## src/design/usn_sqrt_cell.sv

```systemverilog
// Square root chain cell: resolves one root bit per enabled cycle.
module usn_sqrt_cell #(
    parameter int RT_W   = 25,
    parameter int PASS_W = 4
) (
    input  logic              clk,
    input  logic              rst_n,
    input  logic              en,
    input  logic              valid_in,
    input  logic [2*RT_W-1:0] s_in,
    input  logic [RT_W+1:0]   rem_in,
    input  logic [RT_W-1:0]   root_in,
    input  logic [PASS_W-1:0] pass_in,
    output logic              valid_out,
    output logic [2*RT_W-1:0] s_out,
    output logic [RT_W+1:0]   rem_out,
    output logic [RT_W-1:0]   root_out,
    output logic [PASS_W-1:0] pass_out
);
    localparam int REM_W = RT_W + 2;

    logic              valid_reg;
    logic [2*RT_W-1:0] s_reg,    s_next;
    logic [REM_W-1:0]  rem_reg,  rem_next;
    logic [RT_W-1:0]   root_reg, root_next;
    logic [PASS_W-1:0] pass_reg;
    logic [REM_W+1:0]  cur;
    logic [REM_W+1:0]  trial;
    logic              ge;

    // Bring down the next bit pair and try the trial subtrahend 4*root+1.
    always_comb
    begin
        cur       = {rem_in, s_in[2*RT_W-1 -: 2]};
        trial     = (REM_W+2)'({root_in, 2'b01});
        ge        = (cur >= trial);
        rem_next  = ge ? REM_W'(cur - trial) : REM_W'(cur);
        root_next = {root_in[RT_W-2:0], ge};
        s_next    = {s_in[2*RT_W-3:0], 2'b00};
    end

    // Control bit is reset; the data registers just follow.
    always_ff @(posedge clk or negedge rst_n)
    begin
        if (!rst_n)
        begin
            valid_reg <= 1'b0;
        end
        else if (en)
        begin
            valid_reg <= valid_in;
        end
    end

    always_ff @(posedge clk)
    begin
        if (en)
        begin
            s_reg    <= s_next;
            rem_reg  <= rem_next;
            root_reg <= root_next;
            pass_reg <= pass_in;
        end
    end

    assign valid_out = valid_reg;
    assign s_out     = s_reg;
    assign rem_out   = rem_reg;
    assign root_out  = root_reg;
    assign pass_out  = pass_reg;

endmodule

```

## config.mk

```make
export PLATFORM = sky130hd
export DESIGN_NAME = usn_sqrt_cell
export DESIGN_NICKNAME = d
export VERILOG_FILES = /design/src/design/usn_sqrt_cell.sv
export SDC_FILE = /design/constraint.sdc
export NUM_CORES = 1
export LEC_CHECK = 0
export ABC_AREA = 1
export BUFFER_PORTS_ARGS = -buffer_cell sky130_fd_sc_hd__buf_2
export CAP_MARGIN = 20
export CORE_ASPECT_RATIO = 0.6
export CORE_MARGIN = 4
export CORE_UTILIZATION = 41
export CTS_BUF_LIST = sky130_fd_sc_hd__clkbuf_2
export DETAILED_ROUTE_END_ITERATION = 8
export PLACE_DENSITY = 0.68
export SYNTH_ARGS = -nofsm -noshare
export SYNTH_HDL_FRONTEND = slang
export SYNTH_SLANG_ARGS = --single-unit
```

## constraint.sdc

```tcl
create_clock -name clk -period 1.2 [get_ports clk]
set_input_delay 0.06 -clock clk [delete_from_list [all_inputs] [get_ports clk]]
set_output_delay 0.06 -clock clk [all_outputs]
set_load 0.005 [all_outputs]
```

Word-level counts from Yosys, hierarchy flattened

Index checks and enable logic that the tools add are counted.

Muxes and demuxes: 1
Add/sub/neg operators: 1
Order comparisons: 1

Operators by type and width:

| cell             | number |
|---|---|
| $ge A29 B27 Y1   | 1 |
| $mux W27         | 1 |
| $sub A27 B27 Y27 | 1 |

Register bits: 105
Output and inout bits: 107

Logic depth before layout (Yosys ltp)

Depth in word-level cells: 2
Gate-level depth with buffers: 16
Depth with buffers taken out: 14

Worst setup path before layout

No wires, ideal clock.

Kind: in2reg
Start point: input port root_in[17]
End point: register rem_reg[4], in the netlist rem_out[4], data pin
Arrival time: 1.419 ns
Buffers on the path: 2
Data required time: 0.948 ns
Setup time: 0.252 ns
Stages: 12
Path slack: -0.471 ns
Path through: inv_1 > ha_1 > nand2_1 > inv_1 > a21oi_1 > nand2_1 > a21oi_1 > nand3_2 > buf_6 > buf_12 > nand2_2 > nand2_1

Longest elaborated chain between the ends: 2

RTL lines:

| element               | RTL line | RTL |
|---|---|---|
| start, declared       | 12       | `input logic [RT_W-1:0] root_in,` |
| $ge A29 B27 Y1        | 36       | `ge = (cur >= trial);` |
| named net ge          | 29       | `logic ge;` |
| $mux W27              | 37       | `rem_next = ge ? REM_W'(cur - trial) : REM_W'(cur);` |
| named net rem_next[4] | 24       | `logic [REM_W-1:0] rem_reg, rem_next;` |
| end signal, assigned  | 60       | `rem_reg <= rem_next;` |
| end, declared         | 24       |  |

The timed path passes the listed nets, and every way through them passes these cells.
A chain may end at the register's enable or synchronous reset.

Worst setup path after layout

Start point: register rem_reg[1], in the netlist rem_out[1]
End point: output port rem_out[1]

RTL lines:

| element       | RTL line | RTL |
|---|---|---|
| end, declared | 16       | `output logic [RT_W+1:0] rem_out,` |

No word-level cell between the ends.

==> flow_metrics.tcl <==
set metrics [dict create \
    start_kind "register" \
    drtIter0Drc 357 \
    worst-path-buf-inv 1 \
    layout-drive-gt1-share_pct 42.71 \
    rsz0062_at_grt "true" \
    regArea_um2 3148 \
    wl_per_cell_um 14.87 \
    cp.required_ps 1140 \
    fp-row-count 33 \
    finalWirelength_um 18980 \
    drv_cap 0 \
    setup.worst_path.class "reg2out" \
    routed_via_density 4.505 \
    crit_arrival_ps 1250 \
    endpoint_kind "primary output" \
    most-common-layout-cells "212 x buf_2, 180 x nand2_1, 111 x dlygate4sd3_1, 106 x inv_1, 104 x edfxtp_1" \
    post-route-period-util_pct 109.4 \
    fin_skew_ps 0 \
    synth_cell_types 32 \
    htree_levels 3 \
    vias 5748 \
    tritoncts "yes" \
    syn_to_final_growth_pct 65.33 \
    yosysSeqAreaShare_pct 53.25 \
    grt_use_total_pct 22.47 \
    p_leak_nw 4.749 \
    post-dp-hpwl_um 13770 \
    outcome "complete, but fails checks" \
    netlist_instances 646 \
    core_um2 13870 \
    port_buffers 214 \
    start_util_pct 42.61 \
    gp_congestion 0.9294 \
    hold-worst-slack_ps -262.4 \
    final_common_cell "buf_2" \
    netlist_area_um2 5912 \
    cts-buffers-inserted 9 \
    route.detailed.drc 0 \
    cts.clk_slew.worst_paths_ps 350 \
    cpMaxStageDelayCell "edfxtp_1" \
    multi_input_area_um2 2648 \
    antenna_found_initial 0 \
    setup_ws_ps -112.6 \
    setup_violations 100 \
    diodes 0 \
    grt_first_pass_wirelength_um 28990 \
    dieHeight_um 101.0 \
    clk_path_buf_depth 2 \
    slew_violations 0 \
    io_pins 217 \
    p_per_area_nw_per_um2 957.9 \
    fill_cells 1095 \
    antenna_left 0 \
    hold_class "in2reg" \
    finalHoldViolCount 6 \
    ys_ff_latch 105 \
    grt_pass1_vias 5692 \
    overflow 0 \
    cts_root_buffer "clkbuf_2" \
    grt_max_degree 43 \
    worst-path-max-fanout 1 \
    crit_chain "buf_2" \
    critical_path.top_delay_family "flip-flops" \
    die_w_um 163.0 \
    fin_nets 1216 \
    insertion_delay_ps 600 \
    pre_cts_ws_ps -653.2 \
    die_area_um2 16470 \
    dr.pass1.iters 5 \
    clock-sinks 105 \
    ys_warn_count 0 \
    p_total_w 0.009363 \
    critical_path.max_stage_delay_ps 470 \
    period_needed_ps 1313 \
    max_freq_mhz 761.8 \
    synth.avg_cell_area_um2 9.152 \
    violations "negative hold slack, negative setup slack" \
    ir_worst_vdd_uv 464.7 \
]
## layout make-up
class	count	share of cell area, %
clock buffers	9	0.4608
clock inverters	7	0.7680
inverters	129	5.517
multi-input cells	403	27.09
flip-flops and latches	105	32.21
well taps	192	2.458
repair buffers	431	31.50
## through the flow
step           utilization, %  area, um^2  instances  setup TNS [ps]
2_1_floorplan               -        6437        647           -7969
3_3_place_gp            61.00        8463       1147          -17240
3_5_place_dp            61.00        8463       1147          -16800
4_1_cts                 69.81        9684       1273          -11020
5_1_grt                 70.45        9774       1276          -17020
6_report                70.45        9774       1276           -5543
## layer usage
layer,global-route usage (%),part of all wire [%]
met1,31.36,46
met2,36.21,45
met3,6.375,7.9
met4,2.771,0.56
met5,0,0
## synthesized netlist by cell type (all sizes together)
cell	n	share of area [%]
nand2	214	14
inv	128	8.1
edfxtp	104	53
nand3	67	7.5
nor2	40	2.9
ha	27	5.7
a21oi	15	1.3
buf	10	2.1
nand4	10	1.1
xor2	10	1.5
nor3	5	0.51
o21ai	4	0.34
xnor2	3	0.44
a211oi	1	0.13
and2	1	0.11
and3	1	0.11
clkinv	1	0.063
conb	1	0.063
dfrtp	1	0.42
mux2	1	0.19
nor4	1	0.11
o21bai	1	0.13
## path summary, 6_finish.rpt
| kind | startpoint | end | slack [ps] | cells after the start |
|---|---|---|---|---|
| max | rem_out[1] | rem_out[1] | -110 | 1 |
| min | rem_in[8] | rem_out[10] | -260 | 3 |
| max reg2reg | valid_out | valid_out | 310 | 2 |
| min reg2reg | valid_out | valid_out | 660 | 2 |
| max in group asynchronous | rst_n | valid_out | 860 | 3 |
| min in group asynchronous | rst_n | valid_out | 250 | 3 |
## registers in the layout (all words and copies together) (netlist names)
register / cells
pass_out: 4
rem_out: 27
root_out: 25
s_out: 48
valid_out: 1
## cell families (layout without fill, tap and decap cells)
family,Yosys count,count (layout),synth area share (%)
and+or+nand+nor,339,339,26.69
AOI/OAI and AO/OA,21,21,1.862
muxes,1,1,0.1905
DFF,105,105,53.25
xor gates and xnor gates,13,13,1.926
adders and majority gates,27,27,5.714
other,1,2,0.06343
buffers and inverters,139,576,10.31
## timing repair
action / CTS / global route
pin swaps: 0 / 2
gates resized for setup: 0 / 12
setup endpoints to repair: 105 / 133
buffers inserted: 0 / 1
hold buffers: 110 / 1
hold endpoints to repair: 209 / 7
gates cloned: 0 / 1
## power by group
group,total [W],internal [W],switching (W),leakage [nW]
logic,0.00303,0.00154,0.00149,3.65
registers,0.00454,0.00446,0.0000877,1.03
clock network,0.00179,0.000372,0.00141,0.0720
(Power assumes the default switching activity.)
