[config.mk]
export PLATFORM = sky130hd
export DESIGN_NAME = usn_div_cell
export DESIGN_NICKNAME = d
export VERILOG_FILES = /design/src/design/usn_pkg.sv /design/src/design/usn_div_cell.sv
export SDC_FILE = /design/constraint.sdc
export NUM_CORES = 1
export LEC_CHECK = 0
export BUFFER_PORTS_ARGS = -buffer_cell sky130_fd_sc_hd__buf_2
export CORE_ASPECT_RATIO = 1.25
export CORE_UTILIZATION = 47
export DETAILED_ROUTE_END_ITERATION = 10
export HOLD_SLACK_MARGIN = 0.02
export PLACE_DENSITY_LB_ADDON = 0.15
export SLEW_MARGIN = 20
export SYNTH_ARGS = -nofsm -noshare
export SYNTH_HDL_FRONTEND = slang
export SYNTH_SLANG_ARGS = --single-unit
export TNS_END_PERCENT = 50
[constraint.sdc]
create_clock -name clk -period 0.8 [get_ports clk]
set_input_delay 0.16 -clock clk [delete_from_list [all_inputs] [get_ports clk]]
set_output_delay 0.16 -clock clk [all_outputs]
set_load 0.03 [all_outputs]
[src/design/usn_pkg.sv]
// Shared constants for the unit surface normal pipeline.
package usn_pkg;

    // Default coordinate width of the edge vector components.
    localparam int COORD_BITS_DEF = 12;

    // Default number of fraction bits of the normal components.
    localparam int FRAC_BITS_DEF = 14;

    // Width of one normal component on the output stream.
    localparam int NORM_BITS = 16;

    // Number of components in a vector.
    localparam int NUM_AXES = 3;

endpackage

[src/design/usn_div_cell.sv]
// Divider chain cell: one quotient bit of each component per enabled cycle.
module usn_div_cell #(
    parameter int RT_W   = 25,
    parameter int QB     = 15,
    parameter int PASS_W = 4
) (
    input  logic                 clk,
    input  logic                 rst_n,
    input  logic                 en,
    input  logic                 valid_in,
    input  logic [RT_W-1:0]      len_in,
    input  logic [3*(RT_W+1)-1:0] rem_in,
    input  logic [3*QB-1:0]      q_in,
    input  logic [PASS_W-1:0]    pass_in,
    output logic                 valid_out,
    output logic [RT_W-1:0]      len_out,
    output logic [3*(RT_W+1)-1:0] rem_out,
    output logic [3*QB-1:0]      q_out,
    output logic [PASS_W-1:0]    pass_out
);
    import usn_pkg::*;

    localparam int RW = RT_W + 1;

    logic                 valid_reg;
    logic [RT_W-1:0]      len_reg;
    logic [3*RW-1:0]      rem_reg, rem_next;
    logic [3*QB-1:0]      q_reg,   q_next;
    logic [PASS_W-1:0]    pass_reg;
    logic [RW-1:0]        r;
    logic                 ge;

    // Restoring step on each component: compare, subtract, shift left.
    always_comb
    begin
        rem_next = '0;
        q_next   = '0;
        r        = '0;
        ge       = 1'b0;
        for (int i = 0; i < NUM_AXES; i++)
        begin
            ge = (rem_in[i*RW +: RW] >= RW'(len_in));
            r  = ge ? RW'(rem_in[i*RW +: RW] - RW'(len_in)) : rem_in[i*RW +: RW];
            rem_next[i*RW +: RW] = {r[RT_W-1:0], 1'b0};
            q_next[i*QB +: QB]   = {q_in[i*QB +: QB-1], ge};
        end
    end

    always_ff @(posedge clk or negedge rst_n)
    begin
        if (!rst_n)
        begin
            valid_reg <= 1'b0;
        end
        else if (en)
        begin
            valid_reg <= valid_in;
        end
    end

    always_ff @(posedge clk)
    begin
        if (en)
        begin
            len_reg  <= len_in;
            rem_reg  <= rem_next;
            q_reg    <= q_next;
            pass_reg <= pass_in;
        end
    end

    assign valid_out = valid_reg;
    assign len_out   = len_reg;
    assign rem_out   = rem_reg;
    assign q_out     = q_reg;
    assign pass_out  = pass_reg;

endmodule

# == After elaboration in Yosys (flattened, before gate mapping) ==
# Cells that the tools add are included.
# classes
addsub,3
n_lt_le_gt_ge,3
n_mux,3
# ops
op,n
$ge 26x25->1,3
$mux 25,3
$sub 25x25->25,3
# totals
register_bits,150
inputBits,156
out_inout_bits,153
elab_cells,14

# == Longest topological paths before layout ==
# depth
depth_word,2
depth_mapped,14

# == Worst setup path after synthesis ==
# OpenSTA, ideal clock, no wires.
# synth_path
path_kind,in2reg
startpoint,input port len_in[14]
endpoint,"register rem_reg[74], in the netlist rem_out[74], data pin"
setup_ns,0.258
t_arrival_ns,2.482
t_required_ns,0.542
slack_ns,-1.940
stages,10
cell_sequence,inv_1 -> ha_1 -> a21o_1 -> a21o_1 -> a311oi_2 -> or4b_1 -> a31oi_2 -> o21ai_2 -> a2111o_1 -> o221a_2
# synth_between
elab_chain_len,2
# synth_rtl
item,line_no,rtl
"start, declared",usn_div_cell.sv:11,"input logic [RT_W-1:0] len_in,"
$sub 25x25->25 / $ge 26x25->1 (equally long branches),"usn_div_cell.sv:43, usn_div_cell.sv:42",
$mux 25 (*),usn_div_cell.sv:43,r = ge ? RW'(rem_in[i*RW +: RW] - RW'(len_in)) : rem_in[i*RW +: RW];
named net r[21],usn_div_cell.sv:30,logic [RW-1:0] r;
"end signal, assigned",usn_div_cell.sv:66,rem_reg <= rem_next;
"end, declared",usn_div_cell.sv:27,"logic [3*RW-1:0] rem_reg, rem_next;"
# The timed path passes the listed nets; every way through them passes the cells marked *.
# A chain may end at the register's enable or synchronous reset.

# == Worst setup path after layout ==
# layout_path
startpoint,input port len_in[0]
endpoint,"register rem_reg[76], in the netlist rem_out[76], data pin"
# The elaborated chain is that of the path after synthesis.

==> run metrics <==
Arr. time, crit path ~2800 ps; Tmin final around 2500 ps; startpoint type of the worst setup path input pin; skew final 0 ps; delay-heaviest family, CP compound AO/OA/AOI/OAI gates; RSZ-0062 raised after global routing yes; CP bufs+invs 5; Fillers just over 900; Iteration-0 DRC Markers about 900; Clk Latency, worst-skew pair around 430 ps; Yosys Warn Count 0; I/O pin count between 300 and 400; total CTS buffers 17; Worst Path Required 1050 ps; Cell Int Power ~21 mW; Initial Utilization between 40% and 50%; top_reg_cell synth edfxtp_1; DR vias 10500; Area after DPL between 10000 and 15000 sq um; largest net degree at the start of global routing 42; Slew HR between 60% and 70%; Peak supply drop 1520 uV; 1st-pass router iterations 5; port bufs around 300; Final WS setup -1740 ps; Gate power share 40.7%; Critical Path Start len_in[0]; Final GP Congestion 0.913; final period utilization 317%; r2r worst-path depth 1; TritonCTS clock tree yes; HPWL Detailed around 23000 um; worst reg-to-reg setup slack roughly 10 ps; clock tree buffer depth 2; Synth Instances about 870; H-tree depth 4; slowest stage delay, CP about 380 ps; antenna violations before repair 3; most used cell, CP a211oi_2; worst setup path endpoint rem_out[76]; Seq pwr share a little under a third; CTS sink cnt 150; Final Hold Viols 0; routed len/inst 22.5 um; Pins Over Slew Limit 0; Remaining Overflow, GRT 0; Die ar. ~20000 sq um; Root Driver clkbuf_16; Total Routing Usage GR a little over a third; clk slew on worst S/H paths ~70 ps; final setup fails 228; DIE WIDTH about 130 um; Core Area ~19000 sq um; worst-margin pin slew 533 ps; Routed Antenna Nets 0; Clock Power Share 27.5%; Fmax between 0.3 and 0.4 GHz; status finished with violations; Leak about 7.7 nW; utilization after layout between 80 and 90%; Crit. End Element flip-flop; Non-Filler Instances 1830; Setup TNS Final -173800 ps; worst slack at placement -2190 ps; Net Switching ~11 mW; Residual DRC 0; layout cells sized above 1 55.4%; first-pass GRT wire length between 50000 and 60000 um; Via density 5.76; register area share after synthesis about 50%; Switching Share around a third; pwr dens 1930 nW/um^2; asr flop ratio synth less than 1%; maxcap violations 0; vias in the first global route approximately 11000; Total Wirelength between 40000 and 50000 um; Post-synth EDFFs between 100 and 150; Reg-to-Reg Start valid_out; nets@finish approximately 1800; slowest CP cell o211ai_1; crit path cell chain buf_12, ha_4, inv_2, fa_2, a211oi_2, o211ai_1, nand3b_1, a211oi_2, o21ai_1, a22o_1, buf_4, buf_8, buf_16, o31ai_4; die height 159 um; hold crit path type in2reg; mean post-synth cell area 10.7 sq um; r2r endpoint valid_out; FP Rows 57; Mapped Area 9260 sq um; failing checks negative setup slack; Inst Count DP ~1700; register bit total from synthesis 150; crit path kind in2reg; Area Overhead vs Synth 82.1%; CP Max Fanout 6; Netlist cell types a little under 70; final instance area between 15000 and 20000 sq um; WP depth 14
## flip-flops by register name, indices dropped and copies added, names as in the netlist
| register | flops |
|---|---|
| pass_out | 4 |
| len_out | 25 |
| valid_out | 1 |
| q_out | 45 |
| rem_out | 75 |
## cell families (layout without fill, tap and decap cells)
| group | count (synthesis) | in the layout | share of synthesized area (%) |
|---|---|---|---|
| AND/OR/NAND/NOR | 211 | 211 | 10.6 |
| multiplexers | 24 | 24 | 2.89 |
| buffers and inverters | 82 | 776 | 3.49 |
| adder cells (fa/ha/maj) | 78 | 78 | 10.8 |
| XOR/XNOR | 61 | 61 | 5.77 |
| AO/OA/AOI/OAI | 260 | 260 | 17.8 |
| flip-flops | 150 | 150 | 48.6 |
| other | 1 | 5 | 0.0405 |
## per-layer routing
layer,up-vias,GRT usage (%),part of all wire (%)
met5,-,0,0
met4,0,19.5,7.4
met3,226,6.13,7.0
met2,683,65.9,52
met1,5012,38.5,34
li1,4611,-,-
## through the flow
step / hold slack, ps / power (mW)
after detailed placement: -64.1 / 19.7
after CTS: 24.3 / 30.6
after global placement: -65.2 / 19.5
after floorplan: -136 / 15.8
final: 30.7 / 32.5
after global routing: 36.0 / 33.4
## worst min path at each step
| stage | start | end | cells after the start |
|---|---|---|---|
| finish | rem_in[44] | rem_out[45] | 3 |
| floorplan | rst_n | valid_out | 0 |
| global placement | rst_n | valid_out | 1 |
| CTS | rem_in[63] | rem_out[64] | 3 |
| global route | rem_in[47] | rem_out[48] | 3 |
| detailed placement | rst_n | valid_out | 1 |
## power groups by stage
stage	Sequential, mW	Combinational, mW	Clock, mW
6_report	10.3	13.3	8.94
5_1_grt	10.4	13.8	9.19
4_1_cts	10.2	11.5	8.84
3_5_place_dp	10.3	9.41	0
3_3_place_gp	10.3	9.26	0
2_1_floorplan	12.2	3.52	0
## Yosys cell counts, types with 4 or more instances
cell type | number | area, sq um
a211oi_1 | 7 | 52.6
a21boi_0 | 5 | 37.5
a21o_1 | 28 | 210
a21oi_1 | 69 | 345
a31oi_1 | 10 | 62.6
and3_1 | 4 | 25.0
clkbuf_1 | 23 | 86.3
edfxtp_1 | 149 | 4470
ha_1 | 75 | 938
inv_1 | 51 | 191
mux2_2 | 22 | 248
nand2_1 | 94 | 353
nand2b_1 | 5 | 31.3
nand3_1 | 17 | 85.1
nand4_1 | 14 | 87.6
nor2_1 | 39 | 146
nor2b_1 | 5 | 31.3
nor3_1 | 6 | 30.0
nor4_1 | 5 | 31.3
o211ai_1 | 5 | 37.5
o21a_1 | 9 | 67.6
o21ai_0 | 79 | 395
o21bai_1 | 6 | 45.0
o31ai_1 | 8 | 60.1
or2_2 | 4 | 25.0
or3_1 | 4 | 25.0
xnor2_1 | 35 | 307
xor2_1 | 26 | 228
## area by class of cell
class	instances	area [sq um]	share of cell area (%)
Antenna cell	2	5.00	0.0297
Clock buffer	17	425	2.52
Clock inverter	15	215	1.28
Inverter	53	238	1.41
Multi-Input combinational cell	637	5540	32.9
Sequential cell	150	4500	26.7
Tap cell	265	332	1.97
Timing Repair Buffer	688	5570	33.1
Timing Repair inverter	3	33.8	0.200
## cell usage in the layout (no fill, tap or decap), types with 14 or more instances in the layout
cell             n
buf_2          217
nand2_1         51
nand2_2         18
edfxtp_1       149
ha_1            55
nand4_1         14
nor2_1          35
buf_6          101
a21oi_1         58
buf_12          15
xnor2_1         33
a21o_1          28
o21ai_0         22
o21ai_2         39
ha_4            18
dlygate4sd3_1   74
xor2_1          26
clkbuf_16       21
o21ai_1         17
mux2_4          20
inv_1           32
nand3_1         15
nand2_4         25
buf_4          262
## repair_timing
| action | in CTS | in global routing |
|---|---|---|
| buffers inserted | 32 | 20 |
| endpoints found under the hold margin | 73 | 0 |
| resized for setup | 331 | 219 |
| hold buffers | 74 | 0 |
| gates cloned | 8 | 4 |
| pin swaps | 55 | 66 |
| setup endpoints to repair | 228 | 228 |
(Power assumes the default switching activity.)
